File: src/rtl/core/npe_pkg.sv
package npe_pkg;

  localparam int WORD_W = 32;

  // one input transaction
  typedef struct packed {
    logic signed [WORD_W-1:0] element;
    logic                     is_last;
  } in_item_t;

  // one result transaction
  typedef struct packed {
    logic signed [WORD_W-1:0] element_out;
    logic                     last_out;
    logic                     wrapped;
    logic                     truncated;
  } out_item_t;

  // sequencer states
  typedef enum logic [3:0] {
    S_LOAD,
    S_SCAN_RD,
    S_SCAN_CHK,
    S_SRCH_RD,
    S_SRCH_CHK,
    S_SWAP,
    S_REV_TEST,
    S_REV_RD_LO,
    S_REV_RD_HI,
    S_REV_WR_LO,
    S_REV_WR_HI,
    S_EMIT_RD,
    S_EMIT_OUT
  } state_t;

endpackage

File: src/rtl/core/next_permutation_engine.sv
// channel   direction  handshake                    payload
// item      in         item_valid / item_ready      in_item_t  (element, is_last)
// result    out        result_valid / result_ready  out_item_t (element_out, last_out,
//                                                              wrapped, truncated)
//
// loading accepts one element per cycle; item_ready drops once is_last is taken.
// after the last element all work goes through the single read port of the store:
// a scan for the rightmost ascent, a search for the swap partner, the swap, the
// reversal of the suffix (of the whole sequence on wrap), then emission of each result.
// reset (rst, synchronous) empties the sequence; the store itself is not cleared.
// a stalled result port holds emission; new items are taken again after the
// final result enters the output register.
module next_permutation_engine import npe_pkg::*; #(
  parameter int MAX_LEN = 16
) (
  input  logic      clk,
  input  logic      rst,
  input  logic      item_valid,
  output logic      item_ready,
  input  in_item_t  item,
  output logic      result_valid,
  input  logic      result_ready,
  output out_item_t result
);

  localparam int AW = (MAX_LEN > 1) ? $clog2(MAX_LEN) : 1;
  localparam int CW = $clog2(MAX_LEN + 1);
  localparam int PW = AW + 1;

  state_t state, state_next;

  logic [CW-1:0]            cnt;
  logic                     ovf;
  logic [AW-1:0]            ptr;
  logic [AW-1:0]            d;
  logic [AW-1:0]            j;
  logic [AW-1:0]            lo;
  logic [AW-1:0]            hi;
  logic                     first;
  logic                     wrap;
  logic signed [WORD_W-1:0] right;
  logic signed [WORD_W-1:0] pivot;
  logic [WORD_W-1:0]        tmp;

  logic                     we;
  logic [AW-1:0]            waddr;
  logic [WORD_W-1:0]        wdata;
  logic [AW-1:0]            raddr;
  logic [WORD_W-1:0]        rdata;

  logic [CW-1:0]            cnt_m1;
  logic [AW-1:0]            last_idx;
  logic                     has_room;
  logic                     out_free;
  logic                     accept;
  logic                     ascent;
  logic                     keep_search;
  logic                     at_last;

  assign cnt_m1      = cnt - CW'(1);
  assign last_idx    = cnt_m1[AW-1:0];
  assign has_room    = cnt < CW'(MAX_LEN);
  assign out_free    = !result_valid || result_ready;
  assign item_ready  = (state == S_LOAD);
  assign accept      = item_valid && item_ready;
  assign ascent      = !first && ($signed(rdata) < right);
  assign keep_search = ({1'b0, j} > ({1'b0, d} + PW'(1))) && !(pivot < $signed(rdata));
  assign at_last     = (ptr == last_idx);

  npe_store #(
    .DEPTH(MAX_LEN),
    .AW   (AW)
  ) u_store (
    .clk  (clk),
    .we   (we),
    .waddr(waddr),
    .wdata(wdata),
    .raddr(raddr),
    .rdata(rdata)
  );

  // state register
  always_ff @(posedge clk) begin
    if (rst) begin
      state <= S_LOAD;
    end else begin
      state <= state_next;
    end
  end

  // next state and store port control
  always_comb begin
    state_next = state;
    we         = 1'b0;
    waddr      = cnt[AW-1:0];
    wdata      = item.element;
    raddr      = ptr;
    unique case (state)
      S_LOAD: begin
        if (accept) begin
          we = has_room;
          if (item.is_last) begin
            state_next = S_SCAN_RD;
          end
        end
      end
      S_SCAN_RD: begin
        state_next = S_SCAN_CHK;
      end
      S_SCAN_CHK: begin
        if (ascent) begin
          state_next = S_SRCH_RD;
        end else if (ptr == '0) begin
          state_next = S_REV_TEST;
        end else begin
          state_next = S_SCAN_RD;
        end
      end
      S_SRCH_RD: begin
        raddr      = j;
        state_next = S_SRCH_CHK;
      end
      S_SRCH_CHK: begin
        raddr = j;
        if (keep_search) begin
          state_next = S_SRCH_RD;
        end else begin
          we         = 1'b1;
          waddr      = d;
          wdata      = rdata;
          state_next = S_SWAP;
        end
      end
      S_SWAP: begin
        we         = 1'b1;
        waddr      = j;
        wdata      = pivot;
        state_next = S_REV_TEST;
      end
      S_REV_TEST: begin
        state_next = (lo < hi) ? S_REV_RD_LO : S_EMIT_RD;
      end
      S_REV_RD_LO: begin
        raddr      = lo;
        state_next = S_REV_RD_HI;
      end
      S_REV_RD_HI: begin
        raddr      = hi;
        state_next = S_REV_WR_LO;
      end
      S_REV_WR_LO: begin
        we         = 1'b1;
        waddr      = lo;
        wdata      = rdata;
        state_next = S_REV_WR_HI;
      end
      S_REV_WR_HI: begin
        we         = 1'b1;
        waddr      = hi;
        wdata      = tmp;
        state_next = S_REV_TEST;
      end
      S_EMIT_RD: begin
        state_next = S_EMIT_OUT;
      end
      S_EMIT_OUT: begin
        if (out_free) begin
          state_next = at_last ? S_LOAD : S_EMIT_RD;
        end
      end
      default: begin
        state_next = S_LOAD;
      end
    endcase
  end

  // sequence length and overflow flag
  always_ff @(posedge clk) begin
    if (rst) begin
      cnt <= '0;
      ovf <= 1'b0;
    end else if (accept) begin
      if (has_room) begin
        cnt <= cnt + CW'(1);
      end else begin
        ovf <= 1'b1;
      end
    end else if (state == S_EMIT_OUT && out_free && at_last) begin
      cnt <= '0;
      ovf <= 1'b0;
    end
  end

  // pointers and working values
  always_ff @(posedge clk) begin
    case (state)
      S_LOAD: begin
        if (accept && item.is_last) begin
          ptr   <= has_room ? cnt[AW-1:0] : AW'(MAX_LEN - 1);
          first <= 1'b1;
        end
      end
      S_SCAN_CHK: begin
        first <= 1'b0;
        right <= $signed(rdata);
        if (ascent) begin
          d     <= ptr;
          pivot <= $signed(rdata);
          j     <= last_idx;
          lo    <= ptr + AW'(1);
          hi    <= last_idx;
          wrap  <= 1'b0;
        end else if (ptr == '0) begin
          wrap <= 1'b1;
          lo   <= '0;
          hi   <= last_idx;
        end else begin
          ptr <= ptr - AW'(1);
        end
      end
      S_SRCH_CHK: begin
        if (keep_search) begin
          j <= j - AW'(1);
        end
      end
      S_REV_TEST: begin
        if (!(lo < hi)) begin
          ptr <= '0;
        end
      end
      S_REV_RD_HI: begin
        tmp <= rdata;
      end
      S_REV_WR_HI: begin
        lo <= lo + AW'(1);
        hi <= hi - AW'(1);
      end
      S_EMIT_OUT: begin
        if (out_free && !at_last) begin
          ptr <= ptr + AW'(1);
        end
      end
      default: begin
      end
    endcase
  end

  // output register
  always_ff @(posedge clk) begin
    if (rst) begin
      result_valid <= 1'b0;
    end else if (state == S_EMIT_OUT && out_free) begin
      result_valid <= 1'b1;
    end else if (result_ready) begin
      result_valid <= 1'b0;
    end
  end

  always_ff @(posedge clk) begin
    if (state == S_EMIT_OUT && out_free) begin
      result.element_out <= $signed(rdata);
      result.last_out    <= at_last;
      result.wrapped     <= wrap;
      result.truncated   <= ovf;
    end
  end

endmodule

File: src/rtl/core/npe_store.sv
module npe_store import npe_pkg::*; #(
  parameter int DEPTH = 16,
  parameter int AW    = 4
) (
  input  logic              clk,
  input  logic              we,
  input  logic [AW-1:0]     waddr,
  input  logic [WORD_W-1:0] wdata,
  input  logic [AW-1:0]     raddr,
  output logic [WORD_W-1:0] rdata
);

  logic [WORD_W-1:0] mem [DEPTH];

  // one write port, one registered read port
  always_ff @(posedge clk) begin
    if (we) begin
      mem[waddr] <= wdata;
    end
    rdata <= mem[raddr];
  end

endmodule

File: config.mk
export PLATFORM = sky130hd
export DESIGN_NAME = next_permutation_engine
export DESIGN_NICKNAME = d
export VERILOG_FILES = /design/src/rtl/core/npe_pkg.sv /design/src/rtl/core/next_permutation_engine.sv /design/src/rtl/core/npe_store.sv
export SDC_FILE = /design/constraint.sdc
export NUM_CORES = 1
export LEC_CHECK = 0
export ABC_AREA = 1
export BUFFER_PORTS_ARGS = -buffer_cell sky130_fd_sc_hd__clkbuf_2
export CAP_MARGIN = 5
export CORE_MARGIN = 8
export CORE_UTILIZATION = 55
export CTS_BUF_LIST = sky130_fd_sc_hd__clkbuf_8
export CTS_CLUSTER_SIZE = 24
export DETAILED_ROUTE_END_ITERATION = 16
export PLACE_DENSITY_LB_ADDON = 0.12
export SYNTH_ARGS = -nofsm -noshare
export SYNTH_HDL_FRONTEND = slang
export SYNTH_HIERARCHICAL = 1
export SYNTH_SLANG_ARGS = --single-unit
export TNS_END_PERCENT = 100
File: constraint.sdc
create_clock -name clk -period 5.3 [get_ports clk]
set_input_delay 1.06 -clock clk [delete_from_list [all_inputs] [get_ports clk]]
set_output_delay 1.06 -clock clk [all_outputs]
set_load 0.005 [all_outputs]
Yosys cells after proc, flatten, opt, wreduce, memory -nomap -nowiden
Memory sizes are Yosys's and may differ from the RTL's. A register that Yosys moved wholly into a read port is not among the register bits.
Index checks and enable logic that the tools add are counted.
Operators by class
  add/sub/neg operators: 8
  magnitude comparators: 5
  eq/ne operators: 26
  muxes and demuxes: 46
  reductions and logical operators: 33
Operator list (count)
  32-bit case mux with 4 select lines: 1
  4-bit two-way mux: 18
  32-bit less-than comparator: 2
  4-bit case mux with 12 select lines: 1
  32-bit two-way mux: 1
  4-bit case mux with 4 select lines: 2
  4-bit case mux with 2 select lines: 3
  4-bit equality test, second input constant: 5
  4-bit by 3-bit equality test with 1-bit output, second input constant: 4
  2-bit inequality test, second input constant: 8
  4-bit by 1-bit subtractor with 4-bit output, second input constant: 4
  5-bit two-way mux: 3
  4-bit case mux with 3 select lines: 1
  2-bit AND reduction: 6
  2-bit nonzero test: 6
  1-bit two-way mux: 11
  3-bit two-way mux: 3
  4-bit by 1-bit adder with 4-bit output, second input constant: 2
  4-bit by 2-bit equality test with 1-bit output, second input constant: 2
  4-bit logical NOT: 2
  2-bit by 1-bit inequality test with 1-bit output, second input constant: 4
  1-bit logical AND: 7
  3-bit AND reduction: 2
  6-bit AND reduction: 1
  15 further kinds: 19
Storage, ports and cells
  register bits: 164
  RAM bits: 512
  input bits: 37
  word-level logic and storage cells: 137
  memories: 1
Memory list
  u_store.mem: depth 16, bits a word 32, read ports 1, clocked after memory_dff 1, write ports 1, line npe_store.sv:13  | logic [WORD_W-1:0] mem [DEPTH];

Logic depth before layout (Yosys ltp)
Gate-level depths: netlist of run 1.
  depth in word-level cells: 7
  gate-level depth with buffers: 20
  depth with buffers taken out: 20

Hierarchy
Netlist of run 1, hierarchy kept.
By module, submodules not included
  npe_store: times used 1, cells an instance 2120, area an instance 22730.6 um2
  next_permutation_engine: times used 1, cells an instance 853, area an instance 8848.5 um2

Worst setup path before layout of run 1
Ideal clock, no wire load.
  path type: reg-to-reg
  from: register u_store.rdata[31] (read register of u_store.mem)
  to: memory u_store.mem[10][0], enable pin
  setup time: 0.421 ns
  data arrival time: 3.367 ns
  required time: 4.879 ns
  slack: 1.512 ns
  stages on the path, launching flop included: 15
  path buffers: 1
  clock period less this slack: 3.788 ns
  cells stage by stage: dfxtp_1 inv_1 ha_1 nand4_1 inv_1 nand2_1 inv_1 a21oi_1 nand3_2 nand4_2 nand2_2 buf_4 nand2_1 nand3b_1 nor2_1
On the way
  cells in the longest elaborated chain, start to end: 7
  elaborated cells on any way between the ends: 9
Ends and longest elaborated chain
  start, declared: line npe_store.sv:10  | output logic [WORD_W-1:0] rdata
  32-bit less-than comparator: line next_permutation_engine.sv:67  | assign keep_search = ({1'b0, j} > ({1'b0, d} + PW'(1))) && !(pivot < $signed(rdata));
  1-bit logical NOT: line next_permutation_engine.sv:67
  1-bit logical AND: line next_permutation_engine.sv:67
  1-bit two-way mux: line next_permutation_engine.sv:125  | if (keep_search) begin
  1-bit case mux with 3 select lines: line next_permutation_engine.sv:98  | unique case (state)
  net we: line next_permutation_engine.sv:45  | logic we;
  1-bit two-way mux: line npe_store.sv:17  | if (we) begin
  1-bit two-way mux (implied by the code): line npe_store.sv:18  | mem[waddr] <= wdata;
  end, declared: line npe_store.sv:13
The timed path passes the listed nets, and every way through them passes these cells.

Worst setup path in the final report of run 1
  from: register u_store.rdata[31] (read register of u_store.mem)
  to: memory u_store.mem[1][7], enable pin
On the way
  elaborated cells on any way between the ends: 9
RTL lines
  32-bit less-than comparator: line next_permutation_engine.sv:67
  1-bit logical NOT: line next_permutation_engine.sv:67
  1-bit logical AND: line next_permutation_engine.sv:67
  4-bit two-way mux: line next_permutation_engine.sv:125
  4-bit case mux with 4 select lines: line next_permutation_engine.sv:98
  net waddr[0]: line next_permutation_engine.sv:46  | logic [AW-1:0] waddr;
The timed path passes the listed nets, and every way through them passes these cells.

==> results of run 1 <==
-- state kept, by name, indices dropped and copies added, names as in the netlist, 5 cells and up --
| name | flops |
|---|---|
| pivot | 32 |
| u_store/rdata | 32 |
| tmp | 32 |
| right | 32 |
| result | 35 |
| cnt | 5 |
| u_store/mem | 512 |
-- critical path, cell delays in order (launching register included) --
cell	delay (ns)
dfxtp_1	0.52
inv_1	0.08
ha_1	0.43
nand4_1	0.15
inv_1	0.09
nand2_1	0.09
nor4_2	0.31
nand2_1	0.16
nand2_1	0.11
nand2_2	0.07
nand3_2	0.12
nand2_4	0.08
o211ai_1	0.41
nand2_1	0.36
nor2_4	0.71
buf_4	0.38
-- placed cells by master, fill, tap and decap left out, drive strengths merged, types with 4 or more instances in the layout --
master,netlist,final
o22ai,6,6
a22o,32,32
nand3b,5,5
edfxtp,665,665
nand3,415,415
o21ai,26,26
clkinv,1,26
nor3,8,8
o211ai,7,7
clkbuf,23,212
ha,78,78
nand4,7,7
xor2,9,9
dfxtp,43,43
nand2,860,860
a21oi,85,85
inv,522,565
buf,99,42
clkinvlp,0,4
nor2,63,63
-- cells by family (layout without fill, tap and decap cells) --
group | after synthesis | count (layout) | synth area share (%)
and+or+nand+nor | 1364 | 1364 | 18.3
AOI/OAI and AO/OA | 166 | 166 | 3.55
adders and majority gates | 78 | 78 | 3.09
xor gates and xnor gates | 12 | 12 | 0.333
buffers and inverters | 645 | 852 | 8.76
DFF | 708 | 708 | 66.0
-- cell usage after synthesis, types with 2 or more instances --
| cell | n |
|---|---|
| dfxtp_1 | 43 |
| o31ai_1 | 3 |
| a21oi_1 | 54 |
| ha_1 | 78 |
| nand2_4 | 2 |
| o211ai_1 | 7 |
| nand3_1 | 412 |
| nor4_1 | 2 |
| buf_4 | 9 |
| nor3_1 | 8 |
| nor2_1 | 58 |
| o21ai_0 | 22 |
| nand4_1 | 6 |
| edfxtp_1 | 665 |
| o2111ai_1 | 2 |
| xnor2_1 | 3 |
| a22o_1 | 32 |
| nand2_1 | 856 |
| buf_6 | 32 |
| xor2_1 | 9 |
| nor2_2 | 5 |
| a21oi_2 | 31 |
| o21ai_1 | 4 |
| o22ai_1 | 6 |
| buf_2 | 43 |
| buf_1 | 14 |
| nand3_2 | 2 |
| nand3b_1 | 4 |
| inv_2 | 16 |
| clkbuf_1 | 23 |
| nand2_2 | 2 |
| inv_1 | 505 |
-- report_power, final --
group	leakage, nW	switching (mW)	internal (mW)
sequential	6.36	0.267	6.44
clock	1.33	2.13	2.51
combinational	7.44	1.55	0.632
-- final cells by class --
cell class                 count  share of cell area (%)
clock inverter                75                    1.14
sequential                   708                    59.5
tap                          765                    2.73
timing repair buffer         115                    2.16
inverter                     523                    5.63
clock buffer                 139                    5.47
multi-input combinational   1620                    23.4
-- path summary, 6_finish.rpt --
path | to | from | slack [ns]
setup / recovery | u_store/mem[1][7] | u_store/rdata[31] | 0.93
hold / removal | result[1] | wrap | 0.42
setup reg to reg | u_store/mem[1][7] | u_store/rdata[31] | 0.93
hold reg to reg | result[1] | wrap | 0.42
-- metal layers --
layer  GRT usage [%]  vias up  part of all wire [%]
met4            7.46        0                   2.4
met5               0        -                     0
met2            36.6      827                    46
li1                -    10000                     -
met3            3.68      137                   7.9
met1            33.4    10200                    44
==> results.sh, run 1 <==
export IMPL_holdPathStages=0
export IMPL_drc_errors=0
export IMPL_peakVddDrop_v=0.000203
export IMPL_grt_pass1_wl_um=120000
export IMPL_cts_sinks=708
export IMPL_gp_congestion=0.940
export IMPL_cts_clk_slew_worst_paths_ns=0.06
export IMPL_grt_pass1_vias=20600
export IMPL_first_pass_iters=6
export IMPL_overflow=0
export IMPL_drv_cap=0
export IMPL_synthFlopType="edfxtp_1"
export IMPL_dp_slack_ns=0.993
export IMPL_start_util_pct=55.2
export IMPL_post_cts_resized=0
export IMPL_synth_area_leaders="edfxtp_1 63%, nand2_1 10%, nand3_1 6.5%"
export IMPL_synth_edf_count=665
export IMPL_dp_cells=3731
export IMPL_yosysTopAreaCell="edfxtp_1"
export IMPL_finalClockSkew_ns=0.0350
export IMPL_grt_start_max_net_pins=99
export IMPL_drt_wirelength_per_cell_um=19.7
export IMPL_syn_to_final_growth_pct=10.8
export IMPL_multi_input_area_mm2=0.00817
export IMPL_final_area_mm2=0.0350
export IMPL_rsz0062_at_grt="no"
export IMPL_num_io_pins=74
export IMPL_drt_iter0_markers=2153
export IMPL_synth_cell_types=47
export IMPL_cp_end_kind="register"
export IMPL_num_rows=88
export IMPL_finalMaxSlewViolations=0
export IMPL_slew_headroom_pct=27.8
export IMPL_hpwlAfterDp_um=47600
export IMPL_ctsHoldBuffers=0
export IMPL_reg2regPathDepth=15
export IMPL_wirelength_um=77900
export IMPL_hold_ws_ns=0.418
export IMPL_hold_viol_final=0
export IMPL_stdcell_count=3945
export IMPL_cts_root_buf="clkbuf_8"
export IMPL_leakagePower_nw=15.1
export IMPL_globalRouteTotalUtil_pct=23.4
export IMPL_postRouteAntennaNets=0
export IMPL_hold_class="register to register"
export IMPL_syn_num_nets=3088
export IMPL_post_route_period_util_pct=82.4
export IMPL_ys_ff_latch=708
export IMPL_avgSynthCellArea_um2=10.6
export IMPL_synthCells=2973
export IMPL_die_x_um=256
export IMPL_core_mm2=0.0573
export IMPL_finalPower_mw=13.5
export IMPL_dieArea_mm2=0.0653
export IMPL_vias=21200
export IMPL_clkLatencyLatePin_ns=0.71
export IMPL_dpl_instance_area_mm2=0.0327
export IMPL_htreeDepth=3
export IMPL_yosysWarnings=6
export IMPL_yosysSeqAreaShare_pct=66.0
export IMPL_critPathKind="register to register"
export IMPL_cts_setup_buffers=0
export IMPL_vias_per_cell=5.36
export IMPL_setup_violations_final=0
export IMPL_cp_start_kind="register"
export IMPL_utilization_pct=61.1
export IMPL_finalWorstSetupSlack_ns=0.933
export IMPL_tightestPinTransition_ns=1.08
export IMPL_synth_cell_area_mm2=0.0316
export IMPL_power_density_mw_per_mm2=386
export IMPL_seqCellArea_mm2=0.0208
export IMPL_arrival_ns=4.75
export IMPL_final_net_count=3196
export IMPL_finalSetupTns_ns=0
export IMPL_tritoncts="built"
export IMPL_async_reset_ff_share_pct=0
export IMPL_layout_drive_gt1_share_pct=11.4
export IMPL_max_freq_ghz=0.229
export IMPL_io_buffer_count=73
export IMPL_status="completed"
export IMPL_clockBufferDepth=3
export IMPL_worstPathMaxFanout=17
export IMPL_antenna_found_initial=4
export IMPL_diodes=0
export IMPL_cp_required_ns=5.68
export IMPL_fill_cells=4647
export IMPL_cts_made_buffers=113
export IMPL_period_minus_slack_ns=4.37
export IMPL_synth_top_area_share_pct=63.2
export IMPL_die_h_um=256
(Power assumes the default switching activity.)
==> run 2: changes to the inputs <==
Clock period 5.3 ns to 4.2 ns, I/O delays scaled along.
==> results.sh, run 2 (synthesis gave the netlist of run 1 again) <==
export IMPL_gp_congestion=0.904
export IMPL_holdPathStages=0
export IMPL_status="completed"
export IMPL_fill_cells=4643
export IMPL_tightestPinTransition_ns=1.23
export IMPL_vias_per_cell=5.36
export IMPL_layout_common_cells="854 x nand2_1, 665 x edfxtp_1, 545 x inv_1, 412 x nand3_1, 124 x clkbuf_8"
export IMPL_finalMaxSlewViolations=0
export IMPL_period_minus_slack_ns=3.75
export IMPL_die_x_um=256
export IMPL_hp_start="wrap"
export IMPL_hold_viol_final=0
export IMPL_max_freq_ghz=0.267
export IMPL_cp_startpoint="state[2]"
export IMPL_post_cts_resized=0
export IMPL_cts_sinks=708
export IMPL_cts_clk_slew_worst_paths_ns=0.06
export IMPL_cts_root_buf="clkbuf_8"
export IMPL_tritoncts="built"
export IMPL_finalClockSkew_ns=0.0403
export IMPL_grt_pass1_vias=20800
export IMPL_core_mm2=0.0573
export IMPL_cts_made_buffers=113
export IMPL_final_net_count=3225
export IMPL_cp_end_kind="register"
export IMPL_antenna_found_initial=3
export IMPL_layout_drive_gt1_share_pct=11.6
export IMPL_critPathKind="register to register"
export IMPL_grt_pass1_wl_um=121000
export IMPL_first_pass_iters=6
export IMPL_cp_start_kind="register"
export IMPL_drt_wirelength_per_cell_um=19.9
export IMPL_postRouteAntennaNets=0
export IMPL_cpMaxStageDelayCell="buf_12"
export IMPL_holdPathEnd="result[1]"
export IMPL_cp_cell_sequence="inv_2 -> nor2_1 -> inv_2 -> nor2_2 -> a21oi_1 -> o2111ai_4 -> buf_12 -> nand2_1 -> nand3_1 -> nand3_1 -> nand3_1 -> nand2_1"
export IMPL_slowest_delay_ns=0.71
export IMPL_largest_register="u_store/mem"
export IMPL_cts_setup_buffers=0
export IMPL_io_buffer_count=73
export IMPL_seqCellArea_mm2=0.0208
export IMPL_dieArea_mm2=0.0653
export IMPL_reg2regPathDepth=12
export IMPL_start_util_pct=55.2
export IMPL_clkLatencyLatePin_ns=0.71
export IMPL_leakagePower_nw=15.2
export IMPL_slew_headroom_pct=17.8
export IMPL_finalPower_mw=16.6
export IMPL_htreeDepth=3
export IMPL_num_rows=88
export IMPL_final_common_cell="nand2_1"
export IMPL_hold_class="register to register"
export IMPL_peakVddDrop_v=0.000272
export IMPL_largest_reg_flops=512
export IMPL_top_regs="u_store/mem (512), result (35)"
export IMPL_wirelength_um=78900
export IMPL_drv_cap=0
export IMPL_grt_start_max_net_pins=242
export IMPL_clockBufferDepth=3
export IMPL_globalRouteTotalUtil_pct=23.6
export IMPL_vias=21300
export IMPL_drt_iter0_markers=2009
export IMPL_post_route_period_util_pct=89.3
export IMPL_setup_violations_final=0
export IMPL_drc_errors=0
export IMPL_cp_required_ns=4.71
export IMPL_die_h_um=256
export IMPL_reg2reg_to="u_store/rdata[16]"
export IMPL_arrival_ns=4.26
export IMPL_rrSetupSlack_ns=0.45
export IMPL_ctsHoldBuffers=0
export IMPL_reg2reg_from="state[2]"
export IMPL_cp_common_cell="nand3_1"
export IMPL_overflow=0
export IMPL_finalSetupTns_ns=0
export IMPL_syn_to_final_growth_pct=11.0
export IMPL_rsz0062_at_grt="no"
export IMPL_multi_input_area_mm2=0.00817
export IMPL_worstPathMaxFanout=241
export IMPL_hpwlAfterDp_um=48000
export IMPL_num_io_pins=74
export IMPL_power_density_mw_per_mm2=474
-- run 2: changes by cell type in the layout (fill, tap and decap cells not counted), sizes merged --
cell      delta
diode        +2
clkinvlp     -3
bufinv       -3
clkbuf      -15
buf         +29
inv          -1
clkinv      +16
-- run 2: final cells by class --
type | instances | area share [%]
timing repair buffer | 144 | 3.03
clock inverter | 84 | 0.975
sequential | 708 | 59.4
clock buffer | 124 | 4.87
multi-input combinational | 1620 | 23.3
inverter | 523 | 5.62
antenna | 2 | 0.0143
tap | 765 | 2.73
-- run 2: layer usage --
layer | up-vias | wire (um) | GRT usage [%]
met5 | - | 0 | 0
met4 | 0 | 1990 | 8.03
met3 | 118 | 6170 | 3.67
met2 | 883 | 36000 | 36.8
met1 | 10200 | 34700 | 33.8
li1 | 10100 | - | -
-- run 2: worst max-delay path, delay by kind of cell (launching register included) --
kind                   cells  cell delay, ns
and+or+nand+nor            7            1.41
buffers and inverters      3            0.89
AOI/OAI and AO/OA          2            0.56
DFF                        1            0.41
-- run 2: through the flow --
stage               utilization (%)  hold WS, ns  setup slack, ns  cell area [um2]  cells
floorplan                         -        0.400            0.412            31600   2973
global placement               57.6        0.410            0.563            33000   3760
detailed placement             57.6        0.410            0.582            33000   3760
CTS                            61.2        0.423            0.554            35000   3968
global route                   61.2        0.437            0.253            35000   3970
finish                         61.2        0.420            0.448            35000   3970
-- run 2: worst max-delay path by stage --
stage / slack [ns] / to
after floorplan: 0.41 / u_store/mem[10][0]
after global placement: 0.56 / u_store/mem[7][28]
after detailed placement: 0.58 / u_store/mem[10][9]
after CTS: 0.55 / u_store/mem[10][9]
after global routing: 0.25 / u_store/mem[15][8]
final: 0.45 / u_store/rdata[16]
-- run 2: power breakdown --
group / total [mW] / leakage [nW] / switching, mW / internal (mW)
Sequential: 8.43 / 6.36 / 0.303 / 8.12
Clock: 5.34 / 1.21 / 2.65 / 2.69
Combinational: 2.84 / 7.62 / 1.98 / 0.855
Total: 16.6 / 15.2 / 4.93 / 11.7
==> run 3: changes to the inputs <==
Clock period 4.2 ns to 4.12 ns, I/O delays scaled along.
==> results.sh, run 3 (synthesis gave the netlist of run 1 again) <==
export IMPL_status="completed"
export IMPL_switchingPower_mw=5.01
export IMPL_critical_path_buf_inv_count=5
export IMPL_num_io_pins=74
export IMPL_antenna_found_initial=3
export IMPL_worstPathMaxFanout=21
export IMPL_htreeDepth=3
export IMPL_reg2regPathDepth=17
export IMPL_tightestPinTransition_ns=1.01
export IMPL_cp_start_kind="register"
export IMPL_clkLatencyLatePin_ns=0.71
export IMPL_stdcell_count=3972
export IMPL_vias=21200
export IMPL_grt_pass1_vias=20500
export IMPL_tritoncts="built"
export IMPL_hold_viol_final=0
export IMPL_layout_drive_gt1_share_pct=12.0
export IMPL_peakVddDrop_v=0.000263
export IMPL_final_net_count=3226
export IMPL_finalPower_mw=17.2
export IMPL_overflow=0
export IMPL_layout_common_cells="854 x nand2_1, 665 x edfxtp_1, 528 x inv_1, 412 x nand3_1, 131 x clkbuf_8"
export IMPL_holdPathEnd="result[1]"
export IMPL_grt_start_max_net_pins=103
export IMPL_cp_cell_sequence="inv_1 -> ha_1 -> nand4_1 -> inv_1 -> nand2_1 -> inv_1 -> a21oi_1 -> nand2_1 -> nand2_2 -> nand4_2 -> nand2_2 -> buf_4 -> nand2_1 -> nand3_1 -> nand3_1 -> nor2_4 -> buf_4"
export IMPL_drt_wirelength_per_cell_um=19.5
export IMPL_arrival_ns=4.18
export IMPL_dp_slack_ns=0.330
export IMPL_cpMaxStageDelayCell="dfxtp_1"
export IMPL_max_freq_ghz=0.260
export IMPL_cts_made_buffers=113
export IMPL_slowest_delay_ns=0.49
export IMPL_leakagePower_nw=15.2
export IMPL_reg2reg_to="u_store/mem[13][14]"
export IMPL_swShare_pct=29.2
export IMPL_finalMaxSlewViolations=0
export IMPL_die_x_um=256
export IMPL_holdPathStages=0
export IMPL_setup_violations_final=0
export IMPL_finalWorstSetupSlack_ns=0.275
export IMPL_hp_start="wrap"
export IMPL_critPathKind="register to register"
export IMPL_post_route_period_util_pct=93.3
export IMPL_drt_iter0_markers=2038
export IMPL_cts_sinks=708
export IMPL_rsz0062_at_grt="no"
export IMPL_seqPwrFrac_pct=49.8
export IMPL_drc_errors=0
export IMPL_hpwlAfterDp_um=47700
export IMPL_hold_class="register to register"
export IMPL_utilization_pct=61.5
export IMPL_vias_per_cell=5.34
export IMPL_dpl_instance_area_mm2=0.0330
export IMPL_globalRouteTotalUtil_pct=23.2
export IMPL_ctsHoldBuffers=0
export IMPL_core_mm2=0.0573
export IMPL_cts_root_buf="clkbuf_8"
export IMPL_power_frac_comb_pct=17.0
export IMPL_drv_cap=0
export IMPL_rrSetupSlack_ns=0.28
export IMPL_grt_pass1_wl_um=119000
export IMPL_dieArea_mm2=0.0653
export IMPL_wirelength_um=77500
export IMPL_finalClockSkew_ns=0.0307
export IMPL_gp_congestion=0.884
export IMPL_die_h_um=256
export IMPL_post_cts_resized=0
export IMPL_reg2reg_from="u_store/rdata[31]"
export IMPL_final_area_mm2=0.0352
export IMPL_clkPwrFrac_pct=33.2
export IMPL_cts_setup_buffers=0
export IMPL_cp_required_ns=4.46
export IMPL_io_buffer_count=73
export IMPL_slew_headroom_pct=32.4
export IMPL_largest_register="u_store/mem"
export IMPL_power_density_mw_per_mm2=488
export IMPL_final_common_cell="nand2_1"
export IMPL_largest_reg_flops=512
export IMPL_dp_cells=3761
export IMPL_internal_power_mw=12.2
export IMPL_start_util_pct=55.2
export IMPL_cts_clk_slew_worst_paths_ns=0.06
export IMPL_syn_to_final_growth_pct=11.6
export IMPL_finalSetupTns_ns=0
export IMPL_hold_ws_ns=0.422
export IMPL_postRouteAntennaNets=0
export IMPL_period_minus_slack_ns=3.84
export IMPL_first_pass_iters=6
export IMPL_top_regs="u_store/mem (512), result (35)"
export IMPL_cp_top_family="simple AND/OR/NAND/NOR gates"
export IMPL_num_rows=88
export IMPL_cp_end_kind="register"
export IMPL_clockBufferDepth=3
## run 3: layout make-up
cell class	count	area, um2
Fill cell	4659	22000
Sequential cell	708	20800
Multi-Input combinational cell	1620	8170
Inverter	523	1970
Clock buffer	131	1800
Timing Repair Buffer	145	1120
Tap cell	765	957
Clock inverter	78	375
Antenna cell	2	5.00
## run 3: worst max path at each step
stage	startpoint	end	slack, ns	depth (start not counted)
6_report	u_store/rdata[31]	u_store/mem[13][14]	0.28	17
3_5_place_dp	u_store/rdata[31]	u_store/mem[13][6]	0.33	17
2_1_floorplan	u_store/rdata[31]	u_store/mem[10][0]	0.33	14
3_3_place_gp	u_store/rdata[31]	u_store/mem[13][9]	0.45	17
4_1_cts	u_store/rdata[31]	u_store/mem[13][12]	0.30	17
5_1_grt	u_store/rdata[31]	u_store/mem[9][13]	0.05	17
## run 3: metal layers
layer / global-route usage (%) / wire length [um] / vias up
li1: - / - / 10100
met1: 33.5 / 34200 / 10100
met2: 36.1 / 35100 / 854
met3: 3.75 / 6520 / 116
met4: 7.39 / 1680 / 0
met5: 0 / 0 / -
## run 3: worst register-to-register path: stages, from the launching register on
cell and delay [ns]:
dfxtp_1 0.49, inv_1 0.08, ha_1 0.38, nand4_1 0.13, inv_1 0.06, nand2_1 0.11
inv_1 0.05, a21oi_1 0.33, nand2_1 0.12, nand2_2 0.09, nand4_2 0.12, nand2_2 0.14
buf_4 0.23, nand2_1 0.07, nand3_1 0.15, nand3_1 0.37, nor2_4 0.20, buf_4 0.37
## run 3: power by group through the flow
stage	clock [mW]	combinational, mW	sequential [mW]
4_1_cts	5.83	2.90	8.55
3_5_place_dp	0	2.88	8.71
2_1_floorplan	0	1.98	8.62
6_report	5.71	2.92	8.56
5_1_grt	6.12	3.24	8.60
3_3_place_gp	0	2.85	8.68
